**src/design/hsvrgb_pkg.sv**
```systemverilog
package hsvrgb_pkg;

  localparam int HUE_W  = 9;
  localparam int PCT_W  = 7;
  localparam int CHAN_W = 8;
  localparam int HR_W   = 6;   // hue remainder within a sector, 0..59
  localparam int SEC_W  = 3;
  localparam int TERM_W = 13;  // weights over 6000, never above 6000
  localparam int NUM_W  = 20;  // brightness times weight, never above 600000
  localparam int X_W    = 28;  // numerator times 255
  localparam int RECIP_W = 29;
  localparam int PROD_W = X_W + RECIP_W;

  localparam int HueTurn    = 360;
  localparam int SectorSpan = 60;
  localparam int PctMax     = 100;
  localparam int FullTurn   = 6000;
  localparam int ChanShift  = 8;    // times 255 is times 256 minus one

  // floor(x / 600000) for x below 2^28 is (x * RecipMul) >> RecipShift
  localparam int RecipShift = 48;
  localparam logic [RECIP_W-1:0] RecipMul = 29'd469124962;

  typedef enum logic [SEC_W-1:0] {
    SEC_RED     = 3'd0,
    SEC_YELLOW  = 3'd1,
    SEC_GREEN   = 3'd2,
    SEC_CYAN    = 3'd3,
    SEC_BLUE    = 3'd4,
    SEC_MAGENTA = 3'd5
  } sector_t;

endpackage

```
**src/design/hsvrgb_frontend.sv**
```systemverilog
module hsvrgb_frontend (
  input  logic                              clk,
  input  logic [1:0]                        en,
  input  logic [hsvrgb_pkg::HUE_W-1:0]      hue,
  input  logic [hsvrgb_pkg::PCT_W-1:0]      saturation,
  input  logic [hsvrgb_pkg::PCT_W-1:0]      brightness,
  output hsvrgb_pkg::sector_t               sector,
  output logic [hsvrgb_pkg::PCT_W-1:0]      bright,
  output logic [hsvrgb_pkg::TERM_W-1:0]     term_p,
  output logic [hsvrgb_pkg::TERM_W-1:0]     term_q,
  output logic [hsvrgb_pkg::TERM_W-1:0]     term_t
);
  import hsvrgb_pkg::*;

  logic [HUE_W-1:0] hue_w;
  sector_t          sec_c;
  logic [HR_W-1:0]  hr_c;
  logic [PCT_W-1:0] sat_c;
  logic [PCT_W-1:0] val_c;

  sector_t          sec0;
  logic [HR_W-1:0]  hr0;
  logic [PCT_W-1:0] sat0;
  logic [PCT_W-1:0] val0;

  // a full turn and anything clamped to it fold back onto the red sector
  assign hue_w = (hue >= HUE_W'(HueTurn)) ? '0 : hue;
  assign sat_c = (saturation > PCT_W'(PctMax)) ? PCT_W'(PctMax) : saturation;
  assign val_c = (brightness > PCT_W'(PctMax)) ? PCT_W'(PctMax) : brightness;

  always_comb begin
    sec_c = SEC_RED;
    hr_c  = HR_W'(hue_w);
    for (int k = 1; k < 6; k++) begin
      if (hue_w >= HUE_W'(k * SectorSpan)) begin
        sec_c = sector_t'(SEC_W'(k));
        hr_c  = HR_W'(hue_w - HUE_W'(k * SectorSpan));
      end
    end
  end

  always_ff @(posedge clk) begin
    if (en[0]) begin
      sec0 <= sec_c;
      hr0  <= hr_c;
      sat0 <= sat_c;
      val0 <= val_c;
    end
  end

  always_ff @(posedge clk) begin
    if (en[1]) begin
      sector <= sec0;
      bright <= val0;
      term_p <= TERM_W'(FullTurn) - TERM_W'(sat0) * TERM_W'(SectorSpan);
      term_q <= TERM_W'(FullTurn) - TERM_W'(hr0) * TERM_W'(sat0);
      term_t <= TERM_W'(FullTurn)
                - (TERM_W'(SectorSpan) - TERM_W'(hr0)) * TERM_W'(sat0);
    end
  end

endmodule

```
**src/design/hsvrgb_scaler.sv**
```systemverilog
module hsvrgb_scaler (
  input  logic                              clk,
  input  logic [2:0]                        en,
  input  logic [hsvrgb_pkg::PCT_W-1:0]      bright,
  input  logic [hsvrgb_pkg::TERM_W-1:0]     term,
  output logic [hsvrgb_pkg::CHAN_W-1:0]     chan
);
  import hsvrgb_pkg::*;

  logic [NUM_W-1:0]  num;
  logic [X_W-1:0]    scaled;
  logic [PROD_W-1:0] prod;

  always_ff @(posedge clk) begin
    if (en[0]) begin
      num <= NUM_W'(bright) * NUM_W'(term);
    end
    if (en[1]) begin
      scaled <= (X_W'(num) << ChanShift) - X_W'(num);
    end
    // exact floor division by 600000 through the reciprocal
    if (en[2]) begin
      prod <= PROD_W'(scaled) * PROD_W'(RecipMul);
    end
  end

  assign chan = prod[RecipShift +: CHAN_W];

endmodule

```
**src/design/hsv_to_rgb_pixel.sv**
```systemverilog
// HSV to RGB pixel converter.
// Input channel: hue (degrees 0..360), saturation and brightness (percent
// 0..100) with in_valid/in_ready; a transaction completes when both are high.
// Values above range are clamped, and hue 360 is treated as 0.
// Output channel: red, green, blue (8 bits each) with out_valid/out_ready.
// One result leaves for every transaction accepted, in order.
// Each pixel passes through six register stages: clamp and sector decode,
// sector weights, brightness product, scaling by 255, reciprocal multiply
// for the division by 600000, then channel select into the output register.
// Throughput is one pixel per clock while the receiver holds out_ready high.
// Each stage carries a valid bit and advances when it is empty or the stage
// after it advances, so a stalled receiver fills the pipeline and then drops
// in_ready; no transaction is lost or repeated.
// Reset (rst, synchronous) clears all valid bits; data registers are not
// cleared.
module hsv_to_rgb_pixel (
  input  logic                              clk,
  input  logic                              rst,
  input  logic                              in_valid,
  output logic                              in_ready,
  input  logic [hsvrgb_pkg::HUE_W-1:0]      hue,
  input  logic [hsvrgb_pkg::PCT_W-1:0]      saturation,
  input  logic [hsvrgb_pkg::PCT_W-1:0]      brightness,
  output logic                              out_valid,
  input  logic                              out_ready,
  output logic [hsvrgb_pkg::CHAN_W-1:0]     red,
  output logic [hsvrgb_pkg::CHAN_W-1:0]     green,
  output logic [hsvrgb_pkg::CHAN_W-1:0]     blue
);
  import hsvrgb_pkg::*;

  localparam int NSTAGE = 6;

  logic [NSTAGE-1:0]  vld;
  logic [NSTAGE-1:0]  en;

  sector_t            sec1;
  sector_t            sec2;
  sector_t            sec3;
  sector_t            sec4;
  logic [PCT_W-1:0]   bright1;
  logic [TERM_W-1:0]  term_p;
  logic [TERM_W-1:0]  term_q;
  logic [TERM_W-1:0]  term_t;
  logic [CHAN_W-1:0]  ch_v;
  logic [CHAN_W-1:0]  ch_p;
  logic [CHAN_W-1:0]  ch_q;
  logic [CHAN_W-1:0]  ch_t;

  // a stage advances when it holds nothing or its successor advances
  always_comb begin
    en[NSTAGE-1] = !vld[NSTAGE-1] || out_ready;
    for (int i = NSTAGE - 2; i >= 0; i--) begin
      en[i] = !vld[i] || en[i+1];
    end
  end

  assign in_ready  = en[0];
  assign out_valid = vld[NSTAGE-1];

  always_ff @(posedge clk) begin
    if (rst) begin
      vld <= '0;
    end else begin
      if (en[0]) begin
        vld[0] <= in_valid;
      end
      for (int i = 1; i < NSTAGE; i++) begin
        if (en[i]) begin
          vld[i] <= vld[i-1];
        end
      end
    end
  end

  hsvrgb_frontend u_front (
    .clk        (clk),
    .en         (en[1:0]),
    .hue        (hue),
    .saturation (saturation),
    .brightness (brightness),
    .sector     (sec1),
    .bright     (bright1),
    .term_p     (term_p),
    .term_q     (term_q),
    .term_t     (term_t)
  );

  hsvrgb_scaler u_lane_v (
    .clk    (clk),
    .en     (en[4:2]),
    .bright (bright1),
    .term   (TERM_W'(FullTurn)),
    .chan   (ch_v)
  );

  hsvrgb_scaler u_lane_p (
    .clk    (clk),
    .en     (en[4:2]),
    .bright (bright1),
    .term   (term_p),
    .chan   (ch_p)
  );

  hsvrgb_scaler u_lane_q (
    .clk    (clk),
    .en     (en[4:2]),
    .bright (bright1),
    .term   (term_q),
    .chan   (ch_q)
  );

  hsvrgb_scaler u_lane_t (
    .clk    (clk),
    .en     (en[4:2]),
    .bright (bright1),
    .term   (term_t),
    .chan   (ch_t)
  );

  // carry the sector alongside the lanes
  always_ff @(posedge clk) begin
    if (en[2]) begin
      sec2 <= sec1;
    end
    if (en[3]) begin
      sec3 <= sec2;
    end
    if (en[4]) begin
      sec4 <= sec3;
    end
  end

  always_ff @(posedge clk) begin
    if (en[5]) begin
      case (sec4)
        SEC_RED: begin
          red <= ch_v; green <= ch_t; blue <= ch_p;
        end
        SEC_YELLOW: begin
          red <= ch_q; green <= ch_v; blue <= ch_p;
        end
        SEC_GREEN: begin
          red <= ch_p; green <= ch_v; blue <= ch_t;
        end
        SEC_CYAN: begin
          red <= ch_p; green <= ch_q; blue <= ch_v;
        end
        SEC_BLUE: begin
          red <= ch_t; green <= ch_p; blue <= ch_v;
        end
        default: begin
          red <= ch_v; green <= ch_p; blue <= ch_q;
        end
      endcase
    end
  end

endmodule

```
**config.mk**
```make
export PLATFORM = sky130hd
export DESIGN_NAME = hsv_to_rgb_pixel
export DESIGN_NICKNAME = d
export VERILOG_FILES = /design/src/design/hsvrgb_pkg.sv /design/src/design/hsvrgb_frontend.sv /design/src/design/hsvrgb_scaler.sv /design/src/design/hsv_to_rgb_pixel.sv
export SDC_FILE = /design/constraint.sdc
export NUM_CORES = 2
export LEC_CHECK = 0
export BUFFER_PORTS_ARGS = -buffer_cell sky130_fd_sc_hd__buf_4
export CAP_MARGIN = 0
export CORE_MARGIN = 1
export CORE_UTILIZATION = 57
export DETAILED_ROUTE_END_ITERATION = 8
export PLACE_DENSITY_LB_ADDON = 0.15
export SLEW_MARGIN = 20
export SYNTH_ARGS = -nofsm -noshare
export SYNTH_HDL_FRONTEND = slang
export SYNTH_SLANG_ARGS = --single-unit
```
**constraint.sdc**
```tcl
create_clock -name clk -period 7.9 [get_ports clk]
set_input_delay 1.58 -clock clk [delete_from_list [all_inputs] [get_ports clk]]
set_output_delay 1.58 -clock clk [all_outputs]
set_load 0.1 [all_outputs]
```
==> impl_metrics.csv <==
group,metric,value,unit
status,status,"completed",
sta,setup_viol,0,
worst_setup_path,cp_data_arrival_time,7.80,ns
sta,final_hold_viol_count,0,
sta,fin_tns_setup,0,ns
worst_setup_path,critPathKind,"reg -> reg",
layout,nets,9953,
worst_hold_path,worstHoldStart,"u_front.val0[6]$_SDFFCE_PN1P_",
floorplanning,die_y,362,um
synth,synth_edf_count,312,
placement,gp_congestion,1.02,
worst_setup_path,reg2reg_from,"u_lane_q.scaled[12]$_DFFE_PP_",
layout,final_cell_mix,"inv_1, fa_1, ha_1, edfxtp_1, nand2_1",
grt,grt_usage,28.4,%
run,cap_violations,0,
clock_network,htree_levels,2,
worst_setup_path,cp-start-kind,"register",
worst_hold_path,worstHoldPathType,"reg -> reg",
synth,synth_area,73800,um^2
detailed_routing,wire_per_inst,19.8,um
sta,relSlewSlack,22.8,%
floorplanning,core-area,128000,um^2
grt,grtUsageMet1,39.8,%
clock_network,cts_tree,"built",
floorplanning,fp.dieArea,131000,um^2
synth,yosysSeqAreaShare,12.9,%
floorplanning,die_w,362,um
sta,fin_worst_skew,0.0370,ns
floorplanning,initial_core_util,57.6,%
detailed_routing,drt.antenna.violating_nets,0,
clock_network,clk_pin_slew,0.08,ns
clock_network,cts_hold_buf,0,
worst_setup_path,cp-end-kind,"register",
synth,synth_cell_types,85,
worst_setup_path,ff2ff_setup_slack,0.44,ns
grt,grt_pass1_vias,51627,
clock_network,post_cts_resized,0,
synth,yosys_warnings,0,
clock_network,clockBufferDepth,3,
sta,drv_slew,0,
placement,post-place-ws,0.421,ns
clock_network,cts.sinks,318,
synth,avgSynthCellArea,10.1,um^2
clock_network,post_cts_buffers,0,
sta,setup_ws,0.445,ns
worst_hold_path,hold_path_depth,0,
synth,synth_ff_type,"edfxtp_1",
grt,antenna_found_initial,2,
layout,area_growth,5.16,%
layout,final_layout_size_suffix_gt1_share,2.80,%
detailed_routing,drc_errors,0,
sta,fin_crit,7.46,ns
placement,place_hpwl,160000,um
clock_network,cts_buffers,40,
worst_setup_path,r2r_cells,24,
grt,grt_pass1_wl,287000,um
synth,syn-num-nets,9923,
layout,seq_area,9490,um^2
synth,ys_ff_latch,318,
clock_network,cts_root_buffer,"clkbuf_16",
worst_setup_path,reg2reg_to,"u_lane_q.prod[53]$_DFFE_PP_",
layout,nFillCells,10974,
worst_setup_path,path_max_fanout,6,
grt,grtUsageMet2,47.4,%
floorplanning,rows,131,
detailed_routing,routed-via-count,48090,
sta,timing.hold.ws,0.416,ns
worst_hold_path,hold_path_end,"u_front.bright[6]$_DFFE_PP_",
placement,port_buffers,52,
layout,multiInputGateArea,55200,um^2
grt,grt_busiest_layer,"met2",
worst_setup_path,worstPathRequired,8.25,ns
clock_network,insertion_delay,0.63,ns
detailed_routing,totalWireLength,179000,um
synth,synthArstFlopShare,0,%
layout,diodes,0,
grt,met3_usage,3.37,%
sta,fmax,0.134,GHz
detailed_routing,via_per_inst,5.31,
grt,overflow,0,
floorplanning,io_pins,53,
detailed_routing,drt_pass1_iterations,5,
grt,grt_max_degree,77,
detailed_routing,drt_iter0_drc,3123,
sta,rsz0062_at_grt,"false",
layout,final_common_cell,"inv_1",
synth,syn_inst,7268,
sta,worst_pin_slew,1.15,ns
sta,final.period_utilization,94.4,%
layer usage:
metal,share of wire [%],up-vias
li1,-,22312
met1,45,24328
met2,47,1194
met3,5.2,256
met4,2.5,0
met5,0,-
worst max-delay path, cell delays in order, from the launching register on:
cell and delay (ns):
edfxtp_1 0.44, inv_1 0.31, fa_1 0.60, xor2_1 0.19, ha_1 0.20, o21bai_1 0.16
ha_1 0.28, inv_1 0.05, fa_1 0.56, inv_1 0.08, fa_1 0.49, fa_1 0.55
inv_1 0.05, fa_1 0.48, inv_1 0.05, ha_1 0.28, a21oi_1 0.15, nor2_1 0.06
a211o_1 0.35, a211oi_1 0.49, o211ai_1 0.35, a221o_1 0.49, a31o_1 0.29, a21oi_2 0.15
xnor2_1 0.07
layout make-up:
cell class,instances,share of cell area (%)
sequential,318,12.2
timing repair buffer,75,0.726
tap,1729,2.79
multi-input combinational,4541,71.2
inverter,2322,11.2
clock inverter,30,0.460
clock buffer,44,1.34
state kept, by name, summed over array words and instances (netlist names), 11 cells and up:
name	flops
u_lane_t.scaled	27
u_lane_p.num	18
u_front.term_t	13
u_lane_v.scaled	24
u_front.term_p	11
u_lane_v.num	16
u_front.term_q	12
u_lane_q.num	20
u_lane_p.scaled	26
u_lane_t.num	19
u_lane_q.scaled	28
kinds of logic (layout without fill, tap and decap cells):
group / Yosys count / after routing / share of synthesized area (%)
simple gates: 867 / 867 / 5.79
mux: 41 / 41 / 0.583
buf+inv: 2409 / 2471 / 12.3
compound gates: 676 / 676 / 6.11
fa+ha+maj: 2628 / 2628 / 58.5
flops: 318 / 318 / 12.9
xor+xnor: 329 / 329 / 3.91
Yosys cell counts (all sizes together) (29+ instances only):
master	number	area (um^2)
a211oi	31	238
a21o	112	841
a21oi	177	897
and2	171	1070
clkbuf	79	297
edfxtp	312	9370
fa	1366	27300
ha	1262	15800
inv	2322	8720
nand2	304	1140
nand3	37	185
nand4	34	213
nor2	143	537
nor2b	39	244
nor3	35	175
o21a	29	218
o21ai	134	686
o21bai	49	368
xnor2	215	1880
xor2	114	998
per-stage QoR:
step / instance area (um^2) / instances / utilization [%]
6_report: 77600 / 9059 / 60.6
5_1_grt: 77600 / 9059 / 60.6
4_1_cts: 77600 / 9059 / 60.6
3_5_place_dp: 76200 / 8985 / 59.5
3_3_place_gp: 76200 / 8985 / 59.5
2_1_floorplan: 73800 / 7268 / -
how the worst max path moves through the flow:
stage | startpoint | to | slack [ns]
3_5_place_dp | u_lane_q.scaled[12]$_DFFE_PP_ | u_lane_q.prod[53]$_DFFE_PP_ | 0.42
4_1_cts | u_lane_q.scaled[12]$_DFFE_PP_ | u_lane_q.prod[53]$_DFFE_PP_ | 0.33
6_report | u_lane_q.scaled[12]$_DFFE_PP_ | u_lane_q.prod[53]$_DFFE_PP_ | 0.44
3_3_place_gp | u_lane_q.scaled[12]$_DFFE_PP_ | u_lane_q.prod[55]$_DFFE_PP_ | 0.46
2_1_floorplan | u_lane_v.scaled[11]$_DFFE_PP_ | u_lane_v.prod[55]$_DFFE_PP_ | 1.57
5_1_grt | u_lane_q.scaled[12]$_DFFE_PP_ | u_lane_q.prod[55]$_DFFE_PP_ | 0.03
Power is left out: the tool's default activity adds up to more than one toggle a clock period on the data nets, which glitch-free logic cannot reach.
